[src/design/slbs_pkg.sv]
// Shared types, codes and lookup tables for the status light and buzzer sequencer.
package slbs_pkg;

  // Flight state codes
  localparam logic [2:0] FS_BOOT    = 3'd0;
  localparam logic [2:0] FS_IDLE    = 3'd1;
  localparam logic [2:0] FS_ARMED   = 3'd2;
  localparam logic [2:0] FS_TAKEOFF = 3'd3;
  localparam logic [2:0] FS_FLYING  = 3'd4;
  localparam logic [2:0] FS_RTL     = 3'd5;
  localparam logic [2:0] FS_LANDING = 3'd6;
  localparam logic [2:0] FS_ERROR   = 3'd7;

  // Battery level codes
  localparam logic [1:0] BATT_NORMAL = 2'd0;
  localparam logic [1:0] BATT_WARN   = 2'd1;
  localparam logic [1:0] BATT_CRIT   = 2'd2;

  // Buzzer pattern codes
  localparam logic [3:0] PAT_NONE     = 4'd0;
  localparam logic [3:0] PAT_BOOT     = 4'd1;
  localparam logic [3:0] PAT_ARM      = 4'd2;
  localparam logic [3:0] PAT_DISARM   = 4'd3;
  localparam logic [3:0] PAT_TAKEOFF  = 4'd4;
  localparam logic [3:0] PAT_RTL      = 4'd5;
  localparam logic [3:0] PAT_LAND     = 4'd6;
  localparam logic [3:0] PAT_LOWBATT  = 4'd7;
  localparam logic [3:0] PAT_CRITICAL = 4'd8;

  // Blink periods in ms, stored as half periods
  localparam int unsigned PeriodCrit  = 125;
  localparam int unsigned PeriodFast  = 250;
  localparam int unsigned PeriodMid   = 500;
  localparam int unsigned PeriodSlow  = 1000;
  localparam int unsigned HalfW       = 9;
  localparam logic [HalfW-1:0] HALF_CRIT = HalfW'(PeriodCrit / 2);
  localparam logic [HalfW-1:0] HALF_FAST = HalfW'(PeriodFast / 2);
  localparam logic [HalfW-1:0] HALF_MID  = HalfW'(PeriodMid / 2);
  localparam logic [HalfW-1:0] HALF_SLOW = HalfW'(PeriodSlow / 2);

  localparam int unsigned DurW = 13;

  typedef struct packed {
    logic [31:0] now_ms;
    logic [2:0]  flight_state;
    logic [1:0]  batt_warn;
    logic        start_pattern;
    logic [3:0]  pattern_id;
  } sl_in_t;

  typedef struct packed {
    logic [7:0] red;
    logic [7:0] green;
    logic [7:0] blue;
    logic       buzzer_on;
  } sl_out_t;

  typedef struct packed {
    logic [7:0] red;
    logic [7:0] green;
    logic [7:0] blue;
  } rgb_t;

  typedef struct packed {
    rgb_t             rgb;
    logic             blink;
    logic [HalfW-1:0] half_period;
  } light_mode_t;

  typedef struct packed {
    logic [DurW-1:0] dur;
    logic            on;
  } tone_step_t;

  // Colour and blink rate; battery alarm overrides the flight state
  function automatic light_mode_t pick_mode(logic [2:0] st, logic [1:0] bw);
    light_mode_t m;
    m.rgb         = '{red: 8'd255, green: 8'd0, blue: 8'd0};
    m.blink       = 1'b0;
    m.half_period = HALF_SLOW;
    case (bw)
      BATT_CRIT: begin
        m.rgb = '{red: 8'd255, green: 8'd0, blue: 8'd0};
        m.blink = 1'b1;
        m.half_period = HALF_CRIT;
      end
      BATT_WARN: begin
        m.rgb = '{red: 8'd255, green: 8'd80, blue: 8'd0};
        m.blink = 1'b1;
        m.half_period = HALF_FAST;
      end
      default: begin
        case (st)
          FS_BOOT: m.rgb = '{red: 8'd200, green: 8'd200, blue: 8'd200};
          FS_IDLE: m.rgb = '{red: 8'd60, green: 8'd100, blue: 8'd255};
          FS_ARMED: begin
            m.rgb = '{red: 8'd0, green: 8'd255, blue: 8'd60};
            m.blink = 1'b1;
            m.half_period = HALF_SLOW;
          end
          FS_TAKEOFF, FS_FLYING: begin
            m.rgb = '{red: 8'd0, green: 8'd255, blue: 8'd60};
            m.blink = 1'b1;
            m.half_period = HALF_FAST;
          end
          FS_RTL: begin
            m.rgb = '{red: 8'd255, green: 8'd140, blue: 8'd0};
            m.blink = 1'b1;
            m.half_period = HALF_MID;
          end
          FS_LANDING: begin
            m.rgb = '{red: 8'd255, green: 8'd140, blue: 8'd0};
            m.blink = 1'b1;
            m.half_period = HALF_SLOW;
          end
          default: m.rgb = '{red: 8'd255, green: 8'd0, blue: 8'd0};
        endcase
      end
    endcase
    return m;
  endfunction

  // Tone step ROM, all patterns back to back
  function automatic tone_step_t tone_rom(logic [4:0] idx);
    tone_step_t s;
    case (idx)
      5'd0:  s = '{dur: 13'd50,   on: 1'b1};
      5'd1:  s = '{dur: 13'd80,   on: 1'b0};
      5'd2:  s = '{dur: 13'd50,   on: 1'b1};
      5'd3:  s = '{dur: 13'd0,    on: 1'b0};
      5'd4:  s = '{dur: 13'd200,  on: 1'b1};
      5'd5:  s = '{dur: 13'd0,    on: 1'b0};
      5'd6:  s = '{dur: 13'd500,  on: 1'b1};
      5'd7:  s = '{dur: 13'd0,    on: 1'b0};
      5'd8:  s = '{dur: 13'd80,   on: 1'b1};
      5'd9:  s = '{dur: 13'd60,   on: 1'b0};
      5'd10: s = '{dur: 13'd100,  on: 1'b1};
      5'd11: s = '{dur: 13'd60,   on: 1'b0};
      5'd12: s = '{dur: 13'd150,  on: 1'b1};
      5'd13: s = '{dur: 13'd0,    on: 1'b0};
      5'd14: s = '{dur: 13'd200,  on: 1'b1};
      5'd15: s = '{dur: 13'd100,  on: 1'b0};
      5'd16: s = '{dur: 13'd200,  on: 1'b1};
      5'd17: s = '{dur: 13'd100,  on: 1'b0};
      5'd18: s = '{dur: 13'd200,  on: 1'b1};
      5'd19: s = '{dur: 13'd100,  on: 1'b0};
      5'd20: s = '{dur: 13'd200,  on: 1'b1};
      5'd21: s = '{dur: 13'd0,    on: 1'b0};
      5'd22: s = '{dur: 13'd1000, on: 1'b1};
      5'd23: s = '{dur: 13'd0,    on: 1'b0};
      5'd24: s = '{dur: 13'd100,  on: 1'b1};
      5'd25: s = '{dur: 13'd5000, on: 1'b0};
      5'd26: s = '{dur: 13'd200,  on: 1'b1};
      5'd27: s = '{dur: 13'd300,  on: 1'b0};
      default: s = '{dur: 13'd0, on: 1'b0};
    endcase
    return s;
  endfunction

  // First ROM entry of each pattern
  function automatic logic [4:0] tone_start(logic [3:0] pat);
    logic [4:0] r;
    case (pat)
      PAT_ARM:      r = 5'd4;
      PAT_DISARM:   r = 5'd6;
      PAT_TAKEOFF:  r = 5'd8;
      PAT_RTL:      r = 5'd14;
      PAT_LAND:     r = 5'd22;
      PAT_LOWBATT:  r = 5'd24;
      PAT_CRITICAL: r = 5'd26;
      default:      r = 5'd0;
    endcase
    return r;
  endfunction

  // Step count of each pattern
  function automatic logic [3:0] tone_len(logic [3:0] pat);
    logic [3:0] r;
    case (pat)
      PAT_BOOT:                                 r = 4'd4;
      PAT_ARM, PAT_DISARM, PAT_LAND:            r = 4'd2;
      PAT_TAKEOFF:                              r = 4'd6;
      PAT_RTL:                                  r = 4'd8;
      PAT_LOWBATT, PAT_CRITICAL:                r = 4'd2;
      default:                                  r = 4'd0;
    endcase
    return r;
  endfunction

  // Patterns that repeat forever
  function automatic logic tone_loop(logic [3:0] pat);
    return (pat == PAT_LOWBATT) || (pat == PAT_CRITICAL);
  endfunction

endpackage

[src/design/slbs_light.sv]
// Status light: colour selection and blink phase tracking.
module slbs_light #(
  parameter int unsigned TIME_BITS = 32
) (
  input  logic                 clk_i,
  input  logic                 rst_ni,
  input  logic                 en_i,
  input  logic [TIME_BITS-1:0] now_i,
  input  logic [2:0]           flight_state_i,
  input  logic [1:0]           batt_warn_i,
  output slbs_pkg::rgb_t       rgb_o
);
  import slbs_pkg::*;

  light_mode_t          mode;
  logic [TIME_BITS-1:0] diff;
  logic                 reached;
  logic [TIME_BITS-1:0] pulse_due_q, pulse_due_d;
  logic                 phase_q, phase_d;

  // Pick colour, test due time, toggle phase
  always_comb begin
    mode        = pick_mode(flight_state_i, batt_warn_i);
    diff        = now_i - pulse_due_q;
    reached     = !diff[TIME_BITS-1];
    phase_d     = phase_q;
    pulse_due_d = pulse_due_q;
    rgb_o       = mode.rgb;
    if (mode.blink) begin
      if (reached) begin
        phase_d     = !phase_q;
        pulse_due_d = now_i + TIME_BITS'(mode.half_period);
      end
      if (!phase_d) begin
        rgb_o = '0;
      end
    end
  end

  // Hold blink state between ticks
  always_ff @(posedge clk_i or negedge rst_ni) begin
    if (!rst_ni) begin
      pulse_due_q <= '0;
      phase_q     <= 1'b0;
    end else if (en_i) begin
      pulse_due_q <= pulse_due_d;
      phase_q     <= phase_d;
    end
  end

`ifndef NO_ASSERTIONS
  a_phase_hold: assert property (@(posedge clk_i) disable iff (!rst_ni)
    !en_i |=> $stable(phase_q) && $stable(pulse_due_q))
    else $error("blink state changed without a tick");
`endif

endmodule

[src/design/slbs_buzzer.sv]
// Buzzer pattern engine stepping through the tone ROM.
module slbs_buzzer #(
  parameter int unsigned TIME_BITS = 32
) (
  input  logic                 clk_i,
  input  logic                 rst_ni,
  input  logic                 en_i,
  input  logic [TIME_BITS-1:0] now_i,
  input  logic                 start_i,
  input  logic [3:0]           pattern_id_i,
  output logic                 level_o
);
  import slbs_pkg::*;

  logic [TIME_BITS-1:0] due_q, due_d;
  logic [3:0]           pat_q, pat_d;
  logic [2:0]           step_q, step_d;
  logic                 level_q, level_d;
  logic [TIME_BITS-1:0] diff;
  logic [3:0]           len;
  logic [3:0]           nxt;
  tone_step_t           ent;

  // Apply start request, then take one step when due
  always_comb begin
    pat_d   = pat_q;
    step_d  = step_q;
    due_d   = due_q;
    level_d = level_q;
    if (start_i) begin
      pat_d  = (pattern_id_i <= PAT_CRITICAL) ? pattern_id_i : PAT_NONE;
      step_d = 3'd0;
      due_d  = now_i;
    end
    diff = now_i - due_d;
    len  = tone_len(pat_d);
    ent  = tone_rom(tone_start(pat_d) + 5'(step_d));
    nxt  = {1'b0, step_d} + 4'd1;
    if ((pat_d != PAT_NONE) && !diff[TIME_BITS-1] && ({1'b0, step_d} < len)) begin
      level_d = ent.on;
      due_d   = now_i + TIME_BITS'(ent.dur);
      step_d  = nxt[2:0];
      if (nxt >= len) begin
        step_d = 3'd0;
        if (!tone_loop(pat_d)) begin
          level_d = 1'b0;
          pat_d   = PAT_NONE;
        end
      end
    end
  end

  assign level_o = level_d;

  // Hold engine state between ticks
  always_ff @(posedge clk_i or negedge rst_ni) begin
    if (!rst_ni) begin
      due_q   <= '0;
      pat_q   <= PAT_NONE;
      step_q  <= 3'd0;
      level_q <= 1'b0;
    end else if (en_i) begin
      due_q   <= due_d;
      pat_q   <= pat_d;
      step_q  <= step_d;
      level_q <= level_d;
    end
  end

`ifndef NO_ASSERTIONS
  a_pat_range: assert property (@(posedge clk_i) disable iff (!rst_ni)
    pat_q <= PAT_CRITICAL)
    else $error("active pattern out of range");
  a_step_range: assert property (@(posedge clk_i) disable iff (!rst_ni)
    (pat_q != PAT_NONE) |-> ({1'b0, step_q} < tone_len(pat_q)))
    else $error("step index beyond pattern length");
`endif

endmodule

[src/design/status_light_and_buzzer_sequencer_core.sv]
// Top level: input register, light and buzzer logic, result register.
// A tick waits in the input register until the result register is free to take its result.
// Throughput: one tick per cycle while out_ready_i lets the result register drain;
// the input and result registers pass ticks on; the light and buzzer logic sits between.
// Reset: asynchronous, active low; clears both valid flags, the blink phase and due
// time, and the buzzer engine (no pattern, step 0, silent, due time 0).
module status_light_and_buzzer_sequencer_core #(
  parameter int unsigned TIME_BITS = 32
) (
  input  logic              clk_i,
  input  logic              rst_ni,
  input  logic              in_valid_i,
  output logic              in_ready_o,
  input  slbs_pkg::sl_in_t  in_data_i,
  output logic              out_valid_o,
  input  logic              out_ready_i,
  output slbs_pkg::sl_out_t out_data_o
);
  import slbs_pkg::*;

  logic                 in_valid_q;
  sl_in_t               in_q;
  logic                 out_valid_q;
  sl_out_t              out_q, out_d;
  logic                 advance;
  logic [TIME_BITS-1:0] now_t;
  rgb_t                 rgb;
  logic                 buzz;

  // Advance the held tick when the result register is free
  assign advance    = in_valid_q && (!out_valid_q || out_ready_i);
  assign in_ready_o = !in_valid_q || advance;
  assign now_t      = TIME_BITS'(in_q.now_ms);

  // Capture input transfers
  always_ff @(posedge clk_i or negedge rst_ni) begin
    if (!rst_ni) begin
      in_valid_q <= 1'b0;
    end else if (in_ready_o) begin
      in_valid_q <= in_valid_i;
    end
  end

  always_ff @(posedge clk_i) begin
    if (in_valid_i && in_ready_o) begin
      in_q <= in_data_i;
    end
  end

  slbs_light #(.TIME_BITS(TIME_BITS)) u_light (
    .clk_i          (clk_i),
    .rst_ni         (rst_ni),
    .en_i           (advance),
    .now_i          (now_t),
    .flight_state_i (in_q.flight_state),
    .batt_warn_i    (in_q.batt_warn),
    .rgb_o          (rgb)
  );

  slbs_buzzer #(.TIME_BITS(TIME_BITS)) u_buzzer (
    .clk_i        (clk_i),
    .rst_ni       (rst_ni),
    .en_i         (advance),
    .now_i        (now_t),
    .start_i      (in_q.start_pattern),
    .pattern_id_i (in_q.pattern_id),
    .level_o      (buzz)
  );

  // Assemble the result
  always_comb begin
    out_d.red       = rgb.red;
    out_d.green     = rgb.green;
    out_d.blue      = rgb.blue;
    out_d.buzzer_on = buzz;
  end

  // Load the result register; drop valid once the transfer completes
  always_ff @(posedge clk_i or negedge rst_ni) begin
    if (!rst_ni) begin
      out_valid_q <= 1'b0;
    end else if (advance) begin
      out_valid_q <= 1'b1;
    end else if (out_ready_i) begin
      out_valid_q <= 1'b0;
    end
  end

  always_ff @(posedge clk_i) begin
    if (advance) begin
      out_q <= out_d;
    end
  end

  assign out_valid_o = out_valid_q;
  assign out_data_o  = out_q;

`ifndef NO_ASSERTIONS
  a_advance_fills: assert property (@(posedge clk_i) disable iff (!rst_ni)
    advance |=> out_valid_q)
    else $error("processed tick left no result");
  a_stall_cause: assert property (@(posedge clk_i) disable iff (!rst_ni)
    !in_ready_o |-> (in_valid_q && out_valid_q && !out_ready_i))
    else $error("input stalled without a full output");
`endif

endmodule
[config.mk]
export PLATFORM = sky130hd
export DESIGN_NAME = status_light_and_buzzer_sequencer_core
export DESIGN_NICKNAME = d
export VERILOG_FILES = /design/src/design/slbs_pkg.sv /design/src/design/slbs_light.sv /design/src/design/slbs_buzzer.sv /design/src/design/status_light_and_buzzer_sequencer_core.sv
export SDC_FILE = /design/constraint.sdc
export NUM_CORES = 1
export LEC_CHECK = 0
export BUFFER_PORTS_ARGS = -buffer_cell sky130_fd_sc_hd__buf_4
export CORE_MARGIN = 3
export CORE_UTILIZATION = 66
export CTS_BUF_LIST = sky130_fd_sc_hd__clkbuf_8 sky130_fd_sc_hd__clkbuf_16
export CTS_CLUSTER_DIAMETER = 120
export DETAILED_ROUTE_END_ITERATION = 10
export GPL_TIMING_DRIVEN = 1
export HOLD_SLACK_MARGIN = 0.1
export PLACE_DENSITY = 0.87
export SETUP_SLACK_MARGIN = 0.05
export SLEW_MARGIN = 20
export SYNTH_ARGS = -nofsm -noshare
export SYNTH_HDL_FRONTEND = slang
export SYNTH_SLANG_ARGS = --single-unit
[constraint.sdc]
create_clock -name clk_i -period 10.8 [get_ports clk_i]
set_input_delay 2.16 -clock clk_i [delete_from_list [all_inputs] [get_ports clk_i]]
set_output_delay 2.16 -clock clk_i [all_outputs]
set_load 0.005 [all_outputs]
==> impl_metrics.py, run 1 <==
metrics = {
    "cts": {
        "cts_tree": "yes",
        "root_buffer": "clkbuf_16",
        "numCtsBuffers": 17,
        "postCtsHoldBufs": 0,
        "cts.htree.levels": 4,
        "cts.sinks": 131,
        "clkLatencyLatePin_ps": 430,
        "clk_path_buf_depth": 2,
        "cts_setup_buffers": 0,
        "cts_resized": 0,
        "clk_pin_slew_ps": 60,
    },
    "worst_hold_path": {
        "hp-start": "u_buzzer.due_q[1]",
        "whs_endpoint": "u_buzzer.due_q[1]",
        "worstHoldPathType": "reg2reg",
        "hold-path-cell-count": 2,
    },
    "global_routing": {
        "grt_antenna_before_repair": 0,
        "first_global_vias": 7840,
        "grt_pass1_wl_um": 38090,
        "gr-total-overflow": 0,
        "grt_max_degree": 76,
        "grtUsageTotal": 0.2981,
    },
    "final_layout": {
        "drive_gt1_frac": 0.1269,
        "fin_util": 0.7728,
        "final_cell_mix": "nand2_1 (105), ha_1 (92), buf_4 (80), dfrtp_1 (75), nor2_1 (74)",
        "nNetsFinal": 1168,
        "fin_area_um2": 10480,
        "mostFrequentLayoutCell": "nand2_1",
        "diodes": 0,
        "fillers": 906,
        "stdcell_count": 1216,
        "syn_to_final_growth_pct": 12.16,
    },
    "place": {
        "dpl.hpwl_um": 15410,
        "placed_cells_incl_taps": 1182,
        "place_ws_ps": 3994,
        "placed_area_um2": 9864,
        "gp_congestion": 0.9250,
        "io_buffer_count": 72,
    },
    "synth": {
        "syn_avg_cell_area_um2": 9.484,
        "yosysSeqAreaShare": 0.3809,
        "ys_dominant_reg_cell": "dfrtp_1",
        "yosys.area.top_type": "dfrtp_1",
        "netlist_area_um2": 9341,
        "synth_top_area_frac": 0.2009,
        "syn_inst": 985,
        "synth_area_leaders": "dfrtp_1 (20%), edfxtp_1 (18%), ha_1 (12%)",
        "synth_cell_types": 74,
        "ys_ff_latch": 131,
        "synth_edf_count": 56,
        "yosysWarnings": 0,
        "synthArstFlopShare": 0.5725,
        "synthesis.nets": 1126,
    },
    "worst_setup_path": {
        "cp_slowest_stage_delay_ps": 780,
        "path_cells": "buf_4 > inv_1 > o2bb2ai_2 > nor3_1 > o21ai_0 > nand2_1 > ha_1 > inv_1 > fa_1 > xor2_1 > nand2_1 > nand2_1 > o21ai_0 > o21ai_0 > ha_1 > a211oi_1 > o21a_1 > o21bai_1 > a31oi_1 > nor2_1 > o21ai_1 > or4_1 > o21ai_1 > a221o_1",
        "crit_arrival_ps": 7320,
        "worstSetupEndpointType": "register",
        "ff2ff_path_depth": 24,
        "cp_slowest_cell": "o21ai_1",
        "start_kind": "register",
        "r2r_end": "u_buzzer.due_q[16]",
        "critPathKind": "reg2reg",
        "required_ps": 11110,
        "worstReg2RegStart": "in_q[4]",
        "cp_max_fo": 44,
        "r2r_setup_slack_ps": 3790,
    },
    "route": {
        "num_vias": 7805,
        "wl_per_cell_um": 18.84,
        "antenna_left": 0,
        "drc": 0,
        "routed_wl_um": 22900,
        "drt_iter0_drc": 774,
        "drt_first_pass_iters": 7,
        "routed_via_density": 6.419,
    },
    "floorplan": {
        "dieHeight_um": 125.0,
        "fp.coreArea_um2": 13560,
        "initial_core_util": 0.6890,
        "rows": 42,
        "die_width_um": 125.0,
        "io_pins": 73,
        "dieArea_um2": 15620,
    },
    "power_and_ir_drop": {
        "seqPwrFrac": 0.326,
        "p_per_area_nw_per_um2": 230.6,
        "p_switching_mw": 0.9152,
        "power_mw": 2.416,
        "power_leakage_nw": 4.604,
        "combPwrFrac": 0.436,
        "p_int_mw": 1.501,
        "clkPwrFrac": 0.238,
        "ir_drop_v": 0.0001499,
        "p_sw_frac": 0.3788,
    },
    "timing": {
        "fin_hold_ws_ps": 480.5,
        "hold_viol": 0,
        "rsz0062_at_grt": "false",
        "fin_setup_tns_ps": 0,
        "timing.final.crit_period_ps": 7013,
        "max_freq_ghz": 0.1426,
        "finalSetupViolations": 0,
        "tightestPinTransition_ps": 1005,
        "slew-limit-headroom": 0.3300,
        "setup_ws_ps": 3787,
        "clock_skew_ps": 8.178,
        "period_share": 0.6494,
        "drv_slew": 0,
    },
    "status": {
        "status": "completed",
    },
    "flow_run": {
        "cap_violations": 0,
    },
}
## cells by family (layout without fill, tap and decap cells)
group	after synthesis	in the layout	share of synthesized area
AO/OA/AOI/OAI	232	232	0.1649
XOR/XNOR	43	43	0.04179
adder cells (fa/ha/maj)	95	95	0.1297
buffers and inverters	108	163	0.05170
flip-flops	131	131	0.3809
multiplexers	68	68	0.07367
AND/OR/NAND/NOR	308	308	0.1574
## synth_stat cells (all sizes together), types with 18 or more instances
master,number
o21ai,70
nand2,105
xnor2,32
nand2b,21
ha,92
nand3,21
dfrtp,75
buf,32
nor3,18
inv,49
clkbuf,27
mux2i,62
edfxtp,56
nor2,76
a21oi,53
## metal layers
metal	vias up	global-route usage	wire length, um
met1	3681	0.3775	9220
met2	391	0.4859	11030
met3	73	0.06951	1772
met4	0	0.1416	876
met5	-	0	0
li1	3660	-	-
## worst max-delay path by stage
stage,startpoint,end,slack (ps),cells past startpoint
final,in_q[4],u_buzzer.due_q[16],3790,24
after global routing,in_q[4],u_buzzer.due_q[16],3110,24
after CTS,in_q[4],u_buzzer.due_q[16],3950,24
after detailed placement,in_q[4],u_buzzer.due_q[16],3990,24
after global placement,in_q[4],u_buzzer.due_q[16],4230,24
after floorplan,in_q[4],u_buzzer.due_q[26],5740,24
## flip-flops by register name (all words and copies together) (netlist names)
name	cells
u_buzzer.due_q	32
u_buzzer.step_q	3
in_q	10
u_light.phase_q	1
u_buzzer.pat_q	4
u_light.pulse_due_q	32
now_t	32
out_valid_o	1
u_buzzer.level_q	1
in_valid_q	1
out_data_o	14
## final cells by class
| cell class | instances | area [um^2] | area share |
|---|---|---|---|
| clock buffers | 17 | 425.4 | 0.04060 |
| flip-flops and latches | 131 | 3558 | 0.3396 |
| inverters | 49 | 183.9 | 0.01755 |
| multi-input cells | 746 | 5301 | 0.5060 |
| clock inverters | 15 | 152.6 | 0.01457 |
| well taps | 176 | 220.2 | 0.02102 |
| repair buffers | 82 | 635.6 | 0.06066 |
## critical path, delay by kind of cell, from the launching register on
family                     cells  cell delay (ps)
AOI/OAI and AO/OA             11             2930
xor gates and xnor gates       1              760
adders and majority gates      3              890
buffers and inverters          3              940
DFF                            1              330
and+or+nand+nor                6             1040
## power by group through the flow
stage          clock [mW]  sequential, mW  combinational [mW]
3_3_place_gp            0           0.782               0.984
3_5_place_dp            0           0.789                1.02
2_1_floorplan           0           0.758               0.799
5_1_grt             0.601           0.802                1.19
6_report            0.576           0.787                1.05
4_1_cts             0.576           0.783                1.04
(Power assumes the default switching activity.)
==> inputs of run 2 (changes only) <==
Settings changed: CORE_UTILIZATION 66 to 61, PLACE_DENSITY 0.87 to 0.81.
Clock period 10.8 ns to 6.78 ns, I/O delays scaled along.
==> impl_metrics.py, run 2 (same netlist as run 1, synthesis figures left out) <==
metrics = {
    "global_routing": {
        "grt_max_degree": 76,
        "first_global_vias": 7600,
        "gr-total-overflow": 0,
        "grt_antenna_before_repair": 0,
        "grt_pass1_wl_um": 37130,
        "grtUsageTotal": 0.2769,
    },
    "worst_setup_path": {
        "path_cells": "nor4b_2 > mux2i_1 > nor3_1 > o21ai_0 > nand2_1 > ha_1 > inv_1 > fa_1 > xor2_2 > nand2_1 > nand2_1 > o21ai_0 > o21ai_0 > ha_1 > a211oi_1 > o21a_1 > o21bai_1 > a31oi_1 > nor2_1 > o21ai_1 > buf_4 > o31ai_1 > a211oi_1 > a311oi_1",
        "crit_arrival_ps": 6110,
        "cp_slowest_cell": "xor2_2",
        "crit_family": "compound AO/OA/AOI/OAI gates",
        "cp_slowest_stage_delay_ps": 550,
        "required_ps": 7070,
        "path_buf_inv": 2,
        "start_kind": "register",
        "critPathKind": "reg2reg",
        "cp_max_fo": 16,
        "worstSetupEndpointType": "register",
    },
    "cts": {
        "cts_tree": "yes",
        "clk_pin_slew_ps": 60,
        "cts.sinks": 131,
        "cts.htree.levels": 4,
        "clkLatencyLatePin_ps": 430,
        "root_buffer": "clkbuf_16",
        "numCtsBuffers": 17,
        "clk_path_buf_depth": 2,
    },
    "floorplan": {
        "dieArea_um2": 16840,
        "io_pins": 73,
        "rows": 44,
        "fp.coreArea_um2": 14750,
        "initial_core_util": 0.6331,
        "die_width_um": 129.8,
        "dieHeight_um": 129.8,
    },
    "power_and_ir_drop": {
        "power_leakage_nw": 4.587,
        "p_per_area_nw_per_um2": 366.1,
        "ir_drop_v": 0.0002470,
        "power_mw": 3.846,
    },
    "worst_hold_path": {
        "worstHoldPathType": "reg2reg",
    },
    "route": {
        "antenna_left": 0,
        "routed_wl_um": 22520,
        "wl_per_cell_um": 18.37,
        "num_vias": 7681,
        "drc": 0,
        "drt_first_pass_iters": 6,
        "routed_via_density": 6.265,
        "drt_iter0_drc": 613,
    },
    "timing": {
        "slew-limit-headroom": 0.2789,
        "fin_setup_tns_ps": 0,
        "max_freq_ghz": 0.1718,
        "fin_hold_ws_ps": 479.1,
        "timing.final.crit_period_ps": 5822,
        "hold_viol": 0,
        "drv_slew": 0,
        "clock_skew_ps": 7.693,
        "period_share": 0.8586,
        "setup_ws_ps": 958.5,
        "rsz0062_at_grt": "false",
        "finalSetupViolations": 0,
        "tightestPinTransition_ps": 1077,
    },
    "place": {
        "gp_congestion": 0.9138,
        "place_ws_ps": 557.5,
        "io_buffer_count": 72,
        "dpl.hpwl_um": 15530,
    },
    "final_layout": {
        "nNetsFinal": 1170,
        "syn_to_final_growth_pct": 12.46,
        "drive_gt1_frac": 0.1324,
        "fin_util": 0.7120,
        "final_cell_mix": "nand2_1 (105), ha_1 (92), buf_4 (84), dfrtp_1 (75), nor2_1 (74)",
        "mostFrequentLayoutCell": "nand2_1",
        "diodes": 0,
    },
    "flow_run": {
        "cap_violations": 0,
    },
    "status": {
        "status": "completed",
    },
}
[run 2: worst register-to-register path, cell delays in order (launching register included)]
cell	delay [ps]
edfxtp_1	460
nor4b_2	310
mux2i_1	170
nor3_1	430
o21ai_0	200
nand2_1	120
ha_1	160
inv_1	50
fa_1	430
xor2_2	550
nand2_1	160
nand2_1	80
o21ai_0	60
o21ai_0	330
ha_1	310
a211oi_1	350
o21a_1	230
o21bai_1	80
a31oi_1	300
nor2_1	90
o21ai_1	130
buf_4	240
o31ai_1	90
a211oi_1	270
a311oi_1	70
[run 2: per-layer routing]
| metal | GRT usage | vias to the layer above | part of all wire | wire length, um |
|---|---|---|---|---|
| li1 | - | 3672 | - | - |
| met1 | 0.3665 | 3647 | 0.43 | 9625 |
| met2 | 0.4483 | 303 | 0.48 | 10750 |
| met3 | 0.05403 | 59 | 0.065 | 1455 |
| met4 | 0.1161 | 0 | 0.030 | 684 |
| met5 | 0 | - | 0 | 0 |
[run 2: area by class of cell]
class | instances | area [um^2]
multi-input cells | 746 | 5310
fillers | 1113 | 4249
flip-flops and latches | 131 | 3558
repair buffers | 84 | 630.6
clock buffers | 17 | 425.4
well taps | 184 | 230.2
inverters | 49 | 183.9
clock inverters | 15 | 166.4
[run 2: report_power, final]
group          switching (mW)  total [mW]  leakage (nW)  internal (mW)
registers               0.146        1.25          1.43           1.10
clock network           0.356       0.929         0.278          0.573
logic                   0.950        1.67          2.88          0.721
[run 2: repair_timing]
action	CTS	global route
endpoints found under the setup margin	0	16
resized for setup	0	1
hold buffers	0	0
setup buffers	0	3
[run 2: through the flow]
step | area, um^2 | std cells
floorplan | 9341 | 985
global placement | 9882 | 1191
detailed placement | 9882 | 1191
CTS | 10470 | 1223
global route | 10510 | 1226
finish | 10510 | 1226
[run 2: worst paths after layout]
| check | startpoint | depth (start not counted) | end | slack (ps) |
|---|---|---|---|---|
| max | in_q[3] | 24 | u_buzzer.due_q[26] | 960 |
| min | u_buzzer.due_q[2] | 2 | u_buzzer.due_q[2] | 480 |
| max reg2reg | in_q[3] | 24 | u_buzzer.due_q[26] | 960 |
| min reg2reg | u_buzzer.due_q[2] | 2 | u_buzzer.due_q[2] | 480 |
| max in group asynchronous | rst_ni | 1 | u_buzzer.due_q[4] | 5030 |
| min in group asynchronous | rst_ni | 1 | u_light.pulse_due_q[19] | 1110 |
==> inputs of run 3 (changes only) <==
Settings changed: MAX_ROUTING_LAYER set to met4.
==> impl_metrics.py, run 3 (same netlist as run 1, synthesis figures left out) <==
metrics = {
    "cts": {
        "clk_pin_slew_ps": 60,
        "cts.htree.levels": 4,
        "numCtsBuffers": 17,
        "cts_resized": 0,
        "cts.sinks": 131,
        "postCtsHoldBufs": 0,
        "clkLatencyLatePin_ps": 430,
        "root_buffer": "clkbuf_16",
        "cts_tree": "yes",
        "clk_path_buf_depth": 2,
        "cts_setup_buffers": 0,
    },
    "final_layout": {
        "fin_util": 0.7152,
        "mostFrequentLayoutCell": "nand2_1",
        "multiInputGateArea_um2": 5310,
        "final_cell_mix": "nand2_1 (105), ha_1 (92), buf_4 (81), dfrtp_1 (75), nor2_1 (74)",
        "seqCellArea_um2": 3558,
        "fillers": 1091,
        "syn_to_final_growth_pct": 12.97,
        "diodes": 0,
        "nNetsFinal": 1168,
        "drive_gt1_frac": 0.1298,
        "fin_area_um2": 10550,
    },
    "route": {
        "drt_iter0_drc": 793,
        "routed_wl_um": 22580,
        "drc": 0,
        "routed_via_density": 6.272,
        "num_vias": 7677,
        "drt_first_pass_iters": 5,
        "wl_per_cell_um": 18.45,
        "antenna_left": 0,
    },
    "worst_setup_path": {
        "cp_slowest_stage_delay_ps": 830,
        "crit_arrival_ps": 6460,
        "path_cells": "inv_1 > o2bb2ai_2 > nor3_1 > o21ai_0 > nand2_1 > ha_1 > inv_1 > fa_1 > xor2_2 > nand2_1 > nand2_1 > o21ai_0 > o21ai_0 > ha_1 > a211oi_1 > o21a_1 > o21bai_1 > a31oi_1 > nor2_1 > o21ai_1 > buf_4 > o31ai_1 > a211oi_1 > a311oi_1",
        "critPathKind": "reg2reg",
        "worstSetupEndpointType": "register",
        "cp_max_fo": 16,
        "required_ps": 7060,
        "start_kind": "register",
        "cp_slowest_cell": "edfxtp_1",
    },
    "power_and_ir_drop": {
        "clkPwrFrac": 0.256,
        "combPwrFrac": 0.425,
        "p_sw_frac": 0.3663,
        "p_int_mw": 2.485,
        "p_per_area_nw_per_um2": 371.6,
        "power_leakage_nw": 4.629,
        "seqPwrFrac": 0.319,
        "ir_drop_v": 0.0002162,
        "p_switching_mw": 1.436,
    },
    "floorplan": {
        "fp.coreArea_um2": 14750,
        "io_pins": 73,
        "initial_core_util": 0.6331,
        "dieArea_um2": 16840,
        "rows": 44,
        "die_width_um": 129.8,
        "dieHeight_um": 129.8,
    },
    "global_routing": {
        "gr-total-overflow": 0,
        "grtUsageTotal": 0.2877,
        "grt_max_degree": 76,
        "first_global_vias": 7420,
        "grt_antenna_before_repair": 0,
        "grt_pass1_wl_um": 36950,
    },
    "place": {
        "io_buffer_count": 72,
        "dpl.hpwl_um": 15530,
        "gp_congestion": 0.9228,
        "placed_area_um2": 9882,
    },
    "timing": {
        "max_freq_ghz": 0.1619,
        "period_share": 0.9112,
        "slew-limit-headroom": 0.2783,
        "drv_slew": 0,
        "rsz0062_at_grt": "false",
        "finalSetupViolations": 0,
        "timing.final.crit_period_ps": 6178,
        "tightestPinTransition_ps": 1078,
        "clock_skew_ps": 8.360,
        "fin_hold_ws_ps": 464.2,
        "hold_viol": 0,
        "fin_setup_tns_ps": 0,
    },
    "flow_run": {
        "cap_violations": 0,
    },
    "status": {
        "status": "completed",
    },
    "worst_hold_path": {
        "worstHoldPathType": "reg2reg",
    },
}
[run 3: per-layer routing]
metal	global-route usage	vias up	part of all wire
li1	-	3655	-
met1	0.3686	3667	0.42
met2	0.4504	304	0.48
met3	0.06140	51	0.063
met4	0.1125	0	0.030
met5	-	-	0
[run 3: critical path: cells and delay by family (launching register included)]
family | cells | cell delay (ps)
and+or+nand+nor | 5 | 780
buffers and inverters | 3 | 590
AOI/OAI and AO/OA | 12 | 2360
adders and majority gates | 3 | 910
xor gates and xnor gates | 1 | 540
DFF | 1 | 830
[run 3: worst paths after layout]
check | from | endpoint | slack [ps] | cells after the start
worst max-delay path | in_q[4] | u_buzzer.due_q[26] | 600 | 24
worst min-delay path | u_buzzer.due_q[1] | u_buzzer.due_q[1] | 460 | 2
worst max register to register | in_q[4] | u_buzzer.due_q[26] | 600 | 24
worst min register to register | u_buzzer.due_q[1] | u_buzzer.due_q[1] | 460 | 2
max in group asynchronous | rst_ni | u_light.pulse_due_q[5] | 5290 | 2
min in group asynchronous | rst_ni | u_light.pulse_due_q[19] | 890 | 1
[run 3: metrics by stage]
| step | setup WS [ps] | power (mW) | std cells |
|---|---|---|---|
| 6_report | 602.0 | 3.921 | 1224 |
| 5_1_grt | 62.44 | 4.214 | 1224 |
| 4_1_cts | 436.9 | 3.920 | 1223 |
| 3_5_place_dp | 488.4 | 2.891 | 1191 |
| 2_1_floorplan | 1723 | 2.480 | 985 |
| 3_3_place_gp | 728.2 | 2.832 | 1191 |
[run 3: power groups by stage]
stage          clock network (mW)  registers, mW  logic [mW]
2_1_floorplan                   0           1.21        1.27
3_3_place_gp                    0           1.25        1.58
3_5_place_dp                    0           1.26        1.63
4_1_cts                      1.02           1.25        1.66
5_1_grt                      1.05           1.28        1.89
6_report                     1.00           1.25        1.67
[run 3: layout make-up]
class,instances,area share
multi-input combinational,746,0.5032
clock buffer,19,0.04292
tap,184,0.02182
sequential,131,0.3372
timing repair buffer,82,0.05952
inverter,49,0.01743
clock inverter,13,0.01790
